### config.mk
export PLATFORM = sky130hd
export DESIGN_NAME = reliable_delivery_tracker
export DESIGN_NICKNAME = d
export VERILOG_FILES = /design/src/hw/rtl/rdt_pkg.sv /design/src/hw/rtl/rdt_ctrl.sv /design/src/hw/rtl/rdt_dp.sv /design/src/hw/rtl/reliable_delivery_tracker.sv
export SDC_FILE = /design/constraint.sdc
export NUM_CORES = 2
export LEC_CHECK = 0
export BUFFER_PORTS_ARGS = -buffer_cell sky130_fd_sc_hd__buf_2
export CORE_MARGIN = 10
export CORE_UTILIZATION = 40
export CTS_BUF_LIST = sky130_fd_sc_hd__clkbuf_8
export DETAILED_ROUTE_END_ITERATION = 6
export PLACE_DENSITY = 0.6
export SYNTH_ARGS = -nofsm -noshare
export SYNTH_HDL_FRONTEND = slang
export SYNTH_SLANG_ARGS = --single-unit
### constraint.sdc
create_clock -name i_clk -period 12.4 [get_ports i_clk]
set_input_delay 2.48 -clock i_clk [delete_from_list [all_inputs] [get_ports i_clk]]
set_output_delay 2.48 -clock i_clk [all_outputs]
set_load 0.05 [all_outputs]
### src/hw/rtl/rdt_pkg.sv
// Shared types, codes and defaults for the reliable delivery tracker.
package rdt_pkg;

    localparam int PENDING_DEPTH_DEF = 16;
    localparam int ACK_DEPTH_DEF     = 16;
    localparam logic [31:0] TIMEOUT_RESET = 32'd1000;

    localparam logic [2:0] OP_SEND  = 3'd0;
    localparam logic [2:0] OP_RECV  = 3'd1;
    localparam logic [2:0] OP_DRAIN = 3'd2;
    localparam logic [2:0] OP_ACK   = 3'd3;
    localparam logic [2:0] OP_TICK  = 3'd4;
    localparam logic [2:0] OP_CLEAR = 3'd5;

    localparam logic [2:0] KIND_SENT     = 3'd0;
    localparam logic [2:0] KIND_RECEIVED = 3'd1;
    localparam logic [2:0] KIND_ACK_ENT  = 3'd2;
    localparam logic [2:0] KIND_ACKED    = 3'd3;
    localparam logic [2:0] KIND_TIMEOUT  = 3'd4;
    localparam logic [2:0] KIND_NOTHING  = 3'd5;

    localparam logic [3:0] ACT_NONE     = 4'd0;
    localparam logic [3:0] ACT_SEND     = 4'd1;
    localparam logic [3:0] ACT_RECV     = 4'd2;
    localparam logic [3:0] ACT_NOTHING  = 4'd3;
    localparam logic [3:0] ACT_CLEAR    = 4'd4;
    localparam logic [3:0] ACT_ACK_MISS = 4'd5;
    localparam logic [3:0] ACT_ACK_HIT  = 4'd6;
    localparam logic [3:0] ACT_DRAIN    = 4'd7;
    localparam logic [3:0] ACT_TIMEOUT  = 4'd8;

    typedef struct packed {
        logic       latch;
        logic [3:0] act;
        logic       last;
        logic [4:0] cnt;
    } t_cmd;

    typedef struct packed {
        logic [2:0] op;
        logic       pend_end;
        logic       ack_empty;
        logic       ack_last;
        logic       match;
        logic       expired;
    } t_stat;

endpackage

### src/hw/rtl/rdt_ctrl.sv
// Sequencer for the tracker: dispatch, table walks and result pacing.
module rdt_ctrl
    import rdt_pkg::*;
#(
    parameter int PENDING_DEPTH = PENDING_DEPTH_DEF,
    parameter int IW            = 5
) (
    input  logic          i_clk,
    input  logic          i_rst_n,
    input  logic          start,
    output logic          busy,
    input  t_stat         i_stat,
    output t_cmd          o_cmd,
    output logic [IW-1:0] o_idx
);
    localparam int CW = $clog2(PENDING_DEPTH + 1);

    localparam logic [2:0] S_IDLE     = 3'd0;
    localparam logic [2:0] S_DISPATCH = 3'd1;
    localparam logic [2:0] S_ACK_SCAN = 3'd2;
    localparam logic [2:0] S_DRAIN    = 3'd3;
    localparam logic [2:0] S_TO_COUNT = 3'd4;
    localparam logic [2:0] S_TO_EMIT  = 3'd5;

    logic [2:0]    r_state, n_state;
    logic [IW-1:0] r_idx, n_idx;
    logic [CW-1:0] r_cnt, n_cnt;
    logic [CW-1:0] r_rem, n_rem;
    t_cmd          cmd;

    always_comb begin
        n_state = r_state;
        n_idx   = r_idx;
        n_cnt   = r_cnt;
        n_rem   = r_rem;
        cmd     = '0;
        cmd.cnt = 5'(r_cnt);
        unique case (r_state)
            S_IDLE: begin
                if (start) begin
                    cmd.latch = 1'b1;
                    n_state   = S_DISPATCH;
                end
            end
            S_DISPATCH: begin
                n_idx   = '0;
                n_cnt   = '0;
                n_state = S_IDLE;
                cmd.last = 1'b1;
                unique case (i_stat.op)
                    OP_SEND:  cmd.act = ACT_SEND;
                    OP_RECV:  cmd.act = ACT_RECV;
                    OP_CLEAR: cmd.act = ACT_CLEAR;
                    OP_DRAIN: begin
                        if (i_stat.ack_empty) cmd.act = ACT_NOTHING;
                        else n_state = S_DRAIN;
                    end
                    OP_ACK:  n_state = S_ACK_SCAN;
                    OP_TICK: n_state = S_TO_COUNT;
                    default: cmd.act = ACT_NOTHING;
                endcase
            end
            S_ACK_SCAN: begin
                cmd.last = 1'b1;
                if (i_stat.pend_end) begin
                    cmd.act = ACT_ACK_MISS;
                    n_state = S_IDLE;
                end else if (i_stat.match) begin
                    cmd.act = ACT_ACK_HIT;
                    n_state = S_IDLE;
                end else begin
                    n_idx = r_idx + 1'b1;
                end
            end
            S_DRAIN: begin
                cmd.act  = ACT_DRAIN;
                cmd.last = i_stat.ack_last;
                if (i_stat.ack_last) n_state = S_IDLE;
                else n_idx = r_idx + 1'b1;
            end
            S_TO_COUNT: begin
                if (i_stat.pend_end) begin
                    n_idx = '0;
                    n_rem = r_cnt;
                    if (r_cnt == '0) begin
                        cmd.act  = ACT_NOTHING;
                        cmd.last = 1'b1;
                        n_state  = S_IDLE;
                    end else begin
                        n_state = S_TO_EMIT;
                    end
                end else begin
                    if (i_stat.expired) n_cnt = r_cnt + 1'b1;
                    n_idx = r_idx + 1'b1;
                end
            end
            S_TO_EMIT: begin
                if (i_stat.pend_end) begin
                    n_state = S_IDLE;
                end else if (i_stat.expired) begin
                    // entry removed, next one slides into this slot
                    cmd.act  = ACT_TIMEOUT;
                    cmd.last = (r_rem == CW'(1));
                    n_rem    = r_rem - 1'b1;
                    if (r_rem == CW'(1)) n_state = S_IDLE;
                end else begin
                    n_idx = r_idx + 1'b1;
                end
            end
            default: n_state = S_IDLE;
        endcase
    end

    always_ff @(posedge i_clk) begin
        if (!i_rst_n) begin
            r_state <= S_IDLE;
            r_idx   <= '0;
            r_cnt   <= '0;
            r_rem   <= '0;
        end else begin
            r_state <= n_state;
            r_idx   <= n_idx;
            r_cnt   <= n_cnt;
            r_rem   <= n_rem;
        end
    end

    assign busy  = (r_state != S_IDLE);
    assign o_cmd = cmd;
    assign o_idx = r_idx;
endmodule

### src/hw/rtl/rdt_dp.sv
// Tracker datapath: counters, pending table, ack queue and result registers.
module rdt_dp
    import rdt_pkg::*;
#(
    parameter int PENDING_DEPTH = PENDING_DEPTH_DEF,
    parameter int ACK_DEPTH     = ACK_DEPTH_DEF,
    parameter int IW            = 5
) (
    input  logic          i_clk,
    input  logic          i_rst_n,
    input  logic [2:0]    i_operation,
    input  logic [31:0]   i_seq_number,
    input  logic [31:0]   i_now,
    input  logic          i_cfg_we,
    input  logic [31:0]   i_cfg_wdata,
    input  t_cmd          i_cmd,
    input  logic [IW-1:0] i_idx,
    output t_stat         o_stat,
    output logic          o_result_strobe,
    output logic [2:0]    o_result_kind,
    output logic [31:0]   o_seq_out,
    output logic          o_in_order,
    output logic          o_ack_hit,
    output logic          o_overflow,
    output logic [4:0]    o_entry_count,
    output logic          o_last
);
    localparam int PIW = (PENDING_DEPTH > 1) ? $clog2(PENDING_DEPTH) : 1;
    localparam int AIW = (ACK_DEPTH > 1) ? $clog2(ACK_DEPTH) : 1;
    localparam int PCW = $clog2(PENDING_DEPTH + 1);
    localparam int ACW = $clog2(ACK_DEPTH + 1);

    logic [31:0]  r_timeout;
    logic [31:0]  r_next_out, r_next_in;
    logic [2:0]   r_op;
    logic [31:0]  r_seq, r_now;
    logic [31:0]  r_pend_seq  [PENDING_DEPTH];
    logic [31:0]  r_pend_time [PENDING_DEPTH];
    logic [PCW-1:0] r_pend_cnt;
    logic [31:0]  r_ackq [ACK_DEPTH];
    logic [ACW-1:0] r_ack_fill;

    logic [PIW-1:0] pidx;
    logic [AIW-1:0] aidx;
    logic [31:0]    cur_seq, cur_time, cur_ack;
    logic           pend_full, ack_full, in_order;

    assign pidx      = i_idx[PIW-1:0];
    assign aidx      = i_idx[AIW-1:0];
    assign cur_seq   = r_pend_seq[pidx];
    assign cur_time  = r_pend_time[pidx];
    assign cur_ack   = r_ackq[aidx];
    assign pend_full = (r_pend_cnt == PCW'(PENDING_DEPTH));
    assign ack_full  = (r_ack_fill == ACW'(ACK_DEPTH));
    assign in_order  = (r_seq == r_next_in);

    always_comb begin
        o_stat.op        = r_op;
        o_stat.pend_end  = (i_idx == IW'(r_pend_cnt));
        o_stat.ack_empty = (r_ack_fill == '0);
        o_stat.ack_last  = ((i_idx + 1'b1) == IW'(r_ack_fill));
        o_stat.match     = (cur_seq == r_seq);
        o_stat.expired   = ((r_now - cur_time) >= r_timeout);
    end

    // control registers
    always_ff @(posedge i_clk) begin
        if (!i_rst_n) begin
            r_timeout  <= TIMEOUT_RESET;
            r_next_out <= '0;
            r_next_in  <= '0;
            r_pend_cnt <= '0;
            r_ack_fill <= '0;
            r_op       <= '0;
        end else begin
            if (i_cfg_we) r_timeout <= i_cfg_wdata;
            if (i_cmd.latch) r_op <= i_operation;
            unique case (i_cmd.act)
                ACT_SEND: begin
                    r_next_out <= r_next_out + 1'b1;
                    if (!pend_full) r_pend_cnt <= r_pend_cnt + 1'b1;
                end
                ACT_RECV: begin
                    if (in_order) r_next_in <= r_next_in + 1'b1;
                    if (!ack_full) r_ack_fill <= r_ack_fill + 1'b1;
                end
                ACT_CLEAR: begin
                    r_next_out <= '0;
                    r_next_in  <= '0;
                    r_pend_cnt <= '0;
                    r_ack_fill <= '0;
                end
                ACT_ACK_HIT, ACT_TIMEOUT: r_pend_cnt <= r_pend_cnt - 1'b1;
                ACT_DRAIN: if (o_stat.ack_last) r_ack_fill <= '0;
                default: ;
            endcase
        end
    end

    // table and queue storage
    always_ff @(posedge i_clk) begin
        if (i_cmd.latch) begin
            r_seq <= i_seq_number;
            r_now <= i_now;
        end
        if (i_cmd.act == ACT_SEND && !pend_full) begin
            r_pend_seq[r_pend_cnt[PIW-1:0]]  <= r_next_out;
            r_pend_time[r_pend_cnt[PIW-1:0]] <= r_now;
        end
        if (i_cmd.act == ACT_ACK_HIT || i_cmd.act == ACT_TIMEOUT) begin
            for (int j = 0; j < PENDING_DEPTH - 1; j++) begin
                if (PIW'(j) >= pidx) begin
                    r_pend_seq[j]  <= r_pend_seq[j + 1];
                    r_pend_time[j] <= r_pend_time[j + 1];
                end
            end
        end
        if (i_cmd.act == ACT_RECV && !ack_full) begin
            r_ackq[r_ack_fill[AIW-1:0]] <= r_seq;
        end
    end

    // result beat
    always_ff @(posedge i_clk) begin
        if (!i_rst_n) begin
            o_result_strobe <= 1'b0;
        end else begin
            o_result_strobe <= (i_cmd.act != ACT_NONE && i_cmd.act != ACT_CLEAR) ||
                               (i_cmd.act == ACT_CLEAR);
        end
    end

    always_ff @(posedge i_clk) begin
        o_last        <= i_cmd.last;
        o_in_order    <= 1'b0;
        o_ack_hit     <= 1'b0;
        o_overflow    <= 1'b0;
        o_entry_count <= '0;
        o_seq_out     <= '0;
        o_result_kind <= KIND_NOTHING;
        unique case (i_cmd.act)
            ACT_SEND: begin
                o_result_kind <= KIND_SENT;
                o_seq_out     <= r_next_out;
                o_overflow    <= pend_full;
            end
            ACT_RECV: begin
                o_result_kind <= KIND_RECEIVED;
                o_seq_out     <= r_seq;
                o_in_order    <= in_order;
                o_overflow    <= ack_full;
            end
            ACT_ACK_MISS: begin
                o_result_kind <= KIND_ACKED;
                o_seq_out     <= r_seq;
            end
            ACT_ACK_HIT: begin
                o_result_kind <= KIND_ACKED;
                o_seq_out     <= r_seq;
                o_ack_hit     <= 1'b1;
            end
            ACT_DRAIN: begin
                o_result_kind <= KIND_ACK_ENT;
                o_seq_out     <= cur_ack;
                o_entry_count <= 5'(r_ack_fill);
            end
            ACT_TIMEOUT: begin
                o_result_kind <= KIND_TIMEOUT;
                o_seq_out     <= cur_seq;
                o_entry_count <= i_cmd.cnt;
            end
            default: ;
        endcase
    end
endmodule

### src/hw/rtl/reliable_delivery_tracker.sv
// Send, receive and clear issue one result beat from the dispatch state; ack walks the pending entries.
// Tick scan: one pass counting expired entries, then a second pass emitting them.
// Drain: one result beat per queued ack each cycle.
// One item at a time; busy stays high until the final beat has been issued.
// Synchronous active-low reset clears counters and fill levels and sets the timeout to 1000.
module reliable_delivery_tracker
    import rdt_pkg::*;
#(
    parameter int PENDING_DEPTH = PENDING_DEPTH_DEF,
    parameter int ACK_DEPTH     = ACK_DEPTH_DEF
) (
    input  logic        i_clk,
    input  logic        i_rst_n,
    input  logic        start,
    output logic        busy,
    input  logic [2:0]  i_operation,
    input  logic [31:0] i_seq_number,
    input  logic [31:0] i_now,
    input  logic        i_cfg_we,
    input  logic [31:0] i_cfg_wdata,
    output logic        o_result_strobe,
    output logic [2:0]  o_result_kind,
    output logic [31:0] o_seq_out,
    output logic        o_in_order,
    output logic        o_ack_hit,
    output logic        o_overflow,
    output logic [4:0]  o_entry_count,
    output logic        o_last
);
    localparam int MAXD = (PENDING_DEPTH > ACK_DEPTH) ? PENDING_DEPTH : ACK_DEPTH;
    localparam int IW   = $clog2(MAXD + 1);

    t_cmd          cmd;
    t_stat         stat;
    logic [IW-1:0] idx;

    rdt_ctrl #(
        .PENDING_DEPTH(PENDING_DEPTH),
        .IW(IW)
    ) u_ctrl (
        .i_clk  (i_clk),
        .i_rst_n(i_rst_n),
        .start  (start),
        .busy   (busy),
        .i_stat (stat),
        .o_cmd  (cmd),
        .o_idx  (idx)
    );

    rdt_dp #(
        .PENDING_DEPTH(PENDING_DEPTH),
        .ACK_DEPTH(ACK_DEPTH),
        .IW(IW)
    ) u_dp (
        .i_clk          (i_clk),
        .i_rst_n        (i_rst_n),
        .i_operation    (i_operation),
        .i_seq_number   (i_seq_number),
        .i_now          (i_now),
        .i_cfg_we       (i_cfg_we),
        .i_cfg_wdata    (i_cfg_wdata),
        .i_cmd          (cmd),
        .i_idx          (idx),
        .o_stat         (stat),
        .o_result_strobe(o_result_strobe),
        .o_result_kind  (o_result_kind),
        .o_seq_out      (o_seq_out),
        .o_in_order     (o_in_order),
        .o_ack_hit      (o_ack_hit),
        .o_overflow     (o_overflow),
        .o_entry_count  (o_entry_count),
        .o_last         (o_last)
    );
endmodule

# Yosys cells after proc, flatten, opt, wreduce, memory -nomap -nowiden

Memories as Yosys holds them, arrays and structs flattened. A register that Yosys moved wholly into a read port is not among the register bits.
Cells that the tools add are included.
W data, S select, Z words.

Register bits after elaboration: 236
Bits in latches: 0
Memory bits (writable): 1536
Bits in read-only memories: 0
Output and inout bits: 46
Memories kept: 3

Add/sub/neg operators: 9
Multiply operators: 0
Div/mod/pow operators: 0
$lt $le $gt $ge: 16
Eq/ne operators: 43
Shift operators: 0
Mux-type cells: 111
Bitwise operators: 0
Reductions and logical operators: 33

Memory list:

| memory           | words | bits a word | rd ports | clocked after Yosys merged registers in | wr ports | RTL line     | source |
|---|---|---|---|---|---|---|---|
| u_dp.r_ackq      | 16    | 32          | 1        | 1                                       | 1        | rdt_dp.sv:40 | `logic [31:0] r_ackq [ACK_DEPTH];` |
| u_dp.r_pend_seq  | 16    | 32          | 16       | 1                                       | 15       | rdt_dp.sv:37 | `logic [31:0] r_pend_seq [PENDING_DEPTH];` |
| u_dp.r_pend_time | 16    | 32          | 16       | 1                                       | 15       | rdt_dp.sv:38 | `logic [31:0] r_pend_time [PENDING_DEPTH];` |

Operator list:

| cell                    | count |
|---|---|
| $pmux W32 S2            | 2 |
| $pmux W32 S4            | 1 |
| $mux W32                | 3 |
| $mux W5                 | 17 |
| $add A32 B1 Y32 const B | 2 |
| $eq A32 B32 Y1          | 2 |
| $reduce_or A32 Y1       | 2 |
| $mux W1                 | 54 |
| $pmux W5 S5             | 2 |
| $mux W4                 | 9 |
| $mux W3                 | 11 |
| $ge A32 B32 Y1          | 1 |
| $sub A32 B32 Y32        | 1 |
| $pmux W5 S2             | 3 |
| $pmux W5 S3             | 2 |
| $ge A4 B4 Y1 const A    | 7 |
| $ne A2 B2 Y1 const B    | 13 |
| $add A5 B1 Y5 const B   | 4 |
| $pmux W4 S5             | 1 |
| $pmux W3 S6             | 1 |
| $eq A4 B3 Y1 const B    | 4 |
| $ge A3 B4 Y1 const A    | 4 |
| $pmux W3 S5             | 1 |
| $eq A3 B2 Y1 const B    | 4 |
| 33 further kinds        | 61 |

# Logic depth before layout (Yosys ltp)

Depth in word-level cells: 11
Gate-level depth with buffers: 40

# Hierarchy

From an unflattened synthesis, not the netlist that was laid out.

Cell total of the unflattened synthesis: 5652
Area total of the unflattened synthesis: 83631.5 um^2

Modules (own cells, without submodules):

| module   | times used | cells each | area an instance (um^2) | seq. area each (um^2) |
|---|---|---|---|---|
| rdt_dp   | 1          | 5473       | 82308.9                 | 51129.0 |
| rdt_ctrl | 1          | 179        | 1322.5                  | 360.3 |

# Worst setup path before layout

Ideal clock, no wire load.

Path kind: register to register
Start: register (tool-made name)
End: memory u_dp.r_pend_seq[2][0] (enable)
Arrival: 11.225 ns
Data required time: 11.892 ns
Slack: 0.667 ns
Cell stages (with the launch flop): 33
Clock period less this slack: 11.733 ns
Path through: dfxtp_1 -> buf_2 -> buf_2 -> buf_2 -> buf_2 -> clkbuf_1 -> buf_1 -> buf_1 -> mux4_2 -> mux4_2 -> inv_1 -> ha_1 -> a21o_1 -> a21o_1 -> a21oi_1 -> a41oi_1 -> a211oi_1 -> o21ai_0 -> a2111oi_0 -> o31ai_1 -> a21oi_1 -> xnor2_1 -> ha_1 -> nand4_1 -> nor2_1 -> o2111ai_1 -> o211ai_1 -> nand4b_1 -> a21oi_4 -> nand2b_1 -> buf_4 -> buf_1 -> o22ai_1

RTL lines:

| item      | RTL line |
|---|---|
| to (decl) | rdt_dp.sv:37 |

==> impl_metrics.py <==
metrics = {
    "synth": {
        "synth_ff_type": "edfxtp_1",
        "netlist_instances": 5110,
        "netlist.area_leader.share_pct": 57.6,
        "synth_commonest_cells": "edfxtp_1 (1,600), mux2_2 (671), mux4_2 (425)",
        "synth-seq-area-share_pct": 61.8,
        "synthDistinctLibCells": 84,
        "yosys_register_bits": 1776,
        "synth_top_area_cell": "edfxtp_1",
        "synthArstFlopShare_pct": 0,
        "yosysMostFrequentCell": "edfxtp_1",
        "syn_avg_cell_area_um2": 16.3,
        "synthTopCellsByArea": "edfxtp_1 (58%), mux4_2 (11%), mux2_2 (9.1%)",
        "netlist_area_um2": 83400,
        "ys_warn_count": 0,
        "syn_nets": 5297,
        "synth-edff-count": 1600,
    },
    "place": {
        "dp_hpwl_um": 140000,
        "place_congestion": 0.848,
        "numPortBuffers": 148,
    },
    "timing": {
        "clock-skew-final_ps": 104,
        "maxSlewHeadroom_pct": 22.1,
        "hold_viol_final": 0,
        "max_freq_mhz": 94.5,
        "worstMarginPinSlew_ps": 1170,
        "grt_setup_unrepaired": "no",
        "drv_slew": 0,
        "setup_viol": 0,
        "tns_ps": 0,
        "timing.final.crit_share_pct": 85.4,
        "period_needed_ps": 10590,
    },
    "cts": {
        "cts_buffers": 312,
        "cts_tree": "yes",
        "path_clk_slew_ps": 60,
        "ctsResizeCount": 0,
        "cts_hold_buffers": 0,
        "clk_latency_ps": 1050,
        "post_cts_buffers": 0,
        "clock-sinks": 1776,
        "cts_root_buf": "clkbuf_8",
        "htreeDepth": 5,
        "cts_max_path_buffers": 4,
    },
    "power_and_ir_drop": {
        "power_frac_clock_pct": 40.8,
        "leakage_nw": 31.0,
        "switching_share_pct": 23.3,
        "total_power_mw": 12.2,
        "power.net_switching_mw": 2.85,
        "internal-power_mw": 9.39,
        "pwr-share-comb_pct": 4.9,
        "powerDensity_nw_per_um2": 132,
        "seq_power_share_pct": 54.2,
        "vdd_ir_drop_max_uv": 117,
    },
    "outcome": {
        "status": "complete, no violations",
    },
    "critical_path": {
        "rr_endpoint": "u_dp.r_pend_seq[6][10]$_DFFE_PP_",
        "cp-end-kind": "flip-flop",
        "cp.required_ps": 13020,
        "cp_data_arrival_time_ps": 11200,
        "crit_type": "reg -> reg",
        "critPathMaxFanout": 86,
        "reg2reg_slack_ps": 1810,
        "cpPeakStageDelay_ps": 890,
        "cp-endpoint": "u_dp.r_pend_seq[6][10]$_DFFE_PP_",
        "reg2reg_depth": 29,
        "cp-start-kind": "flip-flop",
        "crit_slowest_cell": "o211ai_1",
    },
    "route": {
        "antenna_left": 0,
        "drcViolationCount": 0,
        "drtIter0Drc": 5235,
        "avgViaCountPerCell": 5.87,
        "drtPass1Iterations": 6,
        "vias": 48860,
        "wl_um": 247000,
        "wire_per_inst_um": 29.7,
    },
    "global_routing": {
        "grt_pass1_wl_um": 359000,
        "grt_pass1_vias": 49785,
        "grt.overflow.total": 0,
        "antenna_found_initial": 11,
        "track_usage_pct": 21.1,
        "grt_max_degree": 96,
    },
    "job": {
        "cap_violations": 0,
    },
    "floorplanning": {
        "die_h_um": 477,
        "io_pins": 149,
        "dieArea_um2": 227000,
        "start_util_pct": 40.2,
        "coreArea_um2": 207000,
        "rows": 167,
        "die_w_um": 477,
    },
    "hold_path": {
        "hold_class": "reg -> reg",
    },
    "layout": {
        "regArea_um2": 51600,
        "layout-drive-gt1-share_pct": 32.7,
        "area_growth_pct": 11.5,
        "nNetsFinal": 5495,
        "multi_input_area_um2": 30000,
        "fillers": 18158,
    },
}
==> kinds of logic (layout without fill, tap and decap cells) <==
| family | after synthesis | count (layout) | synth area share, % |
|---|---|---|---|
| AO/OA/AOI/OAI | 362 | 362 | 3.08 |
| XOR/XNOR | 198 | 198 | 2.08 |
| adder cells (fa/ha/maj) | 84 | 84 | 1.28 |
| buffers and inverters | 480 | 896 | 2.65 |
| flip-flops | 1776 | 1776 | 61.8 |
| multiplexers | 1423 | 1423 | 24.8 |
| other | 0 | 4 | 0 |
| AND/OR/NAND/NOR | 787 | 787 | 4.31 |
==> power by group through the flow <==
stage / registers [mW] / clock network [mW] / logic [mW]
global route: 6.64 / 5.38 / 0.655
detailed placement: 6.76 / 0 / 0.600
global placement: 6.76 / 0 / 0.588
CTS: 6.64 / 5.11 / 0.603
floorplan: 6.75 / 0 / 0.380
finish: 6.64 / 5.00 / 0.602
==> cell type report <==
class,count,area share (%)
sequential,1776,55.5
multi-input combinational,2854,32.3
clock buffer,331,4.90
tap,2788,3.75
timing repair buffer,274,2.18
clock inverter,201,1.03
inverter,90,0.363
antenna,4,0.0108
==> worst min-delay path by stage <==
stage | from | to | slack, ps | cells past startpoint
after global routing | u_dp.r_timeout[25]$_SDFFE_PN0P_ | u_dp.r_timeout[25]$_SDFFE_PN0P_ | 510 | 2
final | u_dp.r_timeout[3]$_SDFFE_PN1P_ | u_dp.r_timeout[3]$_SDFFE_PN1P_ | 490 | 2
after CTS | u_ctrl.r_rem[4]$_SDFFE_PN0P_ | u_ctrl.r_rem[4]$_SDFFE_PN0P_ | 500 | 2
after floorplan | u_dp.r_next_out[10]$_SDFFE_PN0P_ | u_dp.r_pend_seq[15][10]$_DFFE_PP_ | 410 | 0
after detailed placement | u_ctrl.r_rem[4]$_SDFFE_PN0P_ | u_ctrl.r_rem[4]$_SDFFE_PN0P_ | 480 | 2
after global placement | u_dp.r_timeout[15]$_SDFFE_PN0P_ | u_dp.r_timeout[15]$_SDFFE_PN0P_ | 480 | 2
==> sequential cells by signal, indices dropped and copies added, names as in the netlist, 32 cells and up, named ones only <==
signal,flops
u_dp.r_next_out,32
u_dp.r_pend_time,512
u_dp.r_seq,32
u_dp.o_seq_out,32
u_dp.r_pend_seq,512
u_dp.r_now,32
u_dp.r_next_in,32
u_dp.r_ackq,512
u_dp.r_timeout,32
==> placed cells by master (no fill, tap or decap), types with 12 or more instances in the layout <==
cell      count
a21oi_1      54
edfxtp_1   1600
xor2_1       94
mux2_1      207
and3_1       19
o21ai_0      77
mux2i_1     120
ha_1         82
a22o_1       15
a22oi_1      24
and4_1       13
o21a_1       14
nand3_1      62
dfxtp_1     172
clkinv_1     70
mux4_2      425
o22ai_1      12
nor2_4       19
a21o_1       25
xnor2_1     104
nand2_1     351
clkinv_2     23
buf_4        99
nor2_1      168
inv_1       186
buf_2       148
a221o_1      19
nand4_1      32
buf_12       27
nand2b_1     13
nor2b_1      26
nor3_1       25
mux2_2      671
clkbuf_8    331
==> routing by layer <==
metal,global-route usage [%],part of all wire [%],vias up
met4,6.65,3.1,6
met1,29.4,43,25748
li1,-,-,20522
met2,33.5,47,2115
met5,0,0.013,-
met3,3.92,7.1,469
==> worst max-delay path: cells and delay by family (launching register included) <==
kind,cells,cell delay [ps]
buffers and inverters,5,2260
muxes,2,610
and+or+nand+nor,4,790
AOI/OAI and AO/OA,14,4440
adders and majority gates,3,990
xor gates and xnor gates,1,110
DFF,1,870
==> stage by stage <==
step                hold WS (ps)  area (um2)  cells  util (%)  worst slack (ps)
finish                       492       93000   8318      44.9              1810
global route                 514       93000   8318      44.9              1140
CTS                          498       93000   8314      44.8              1740
detailed placement           485       87400   7782      42.2              1770
global placement             481       87400   7782      42.2              1860
floorplan                    406       83400   5110         -               667
No activity file was read; power rests on OpenSTA's default activity.
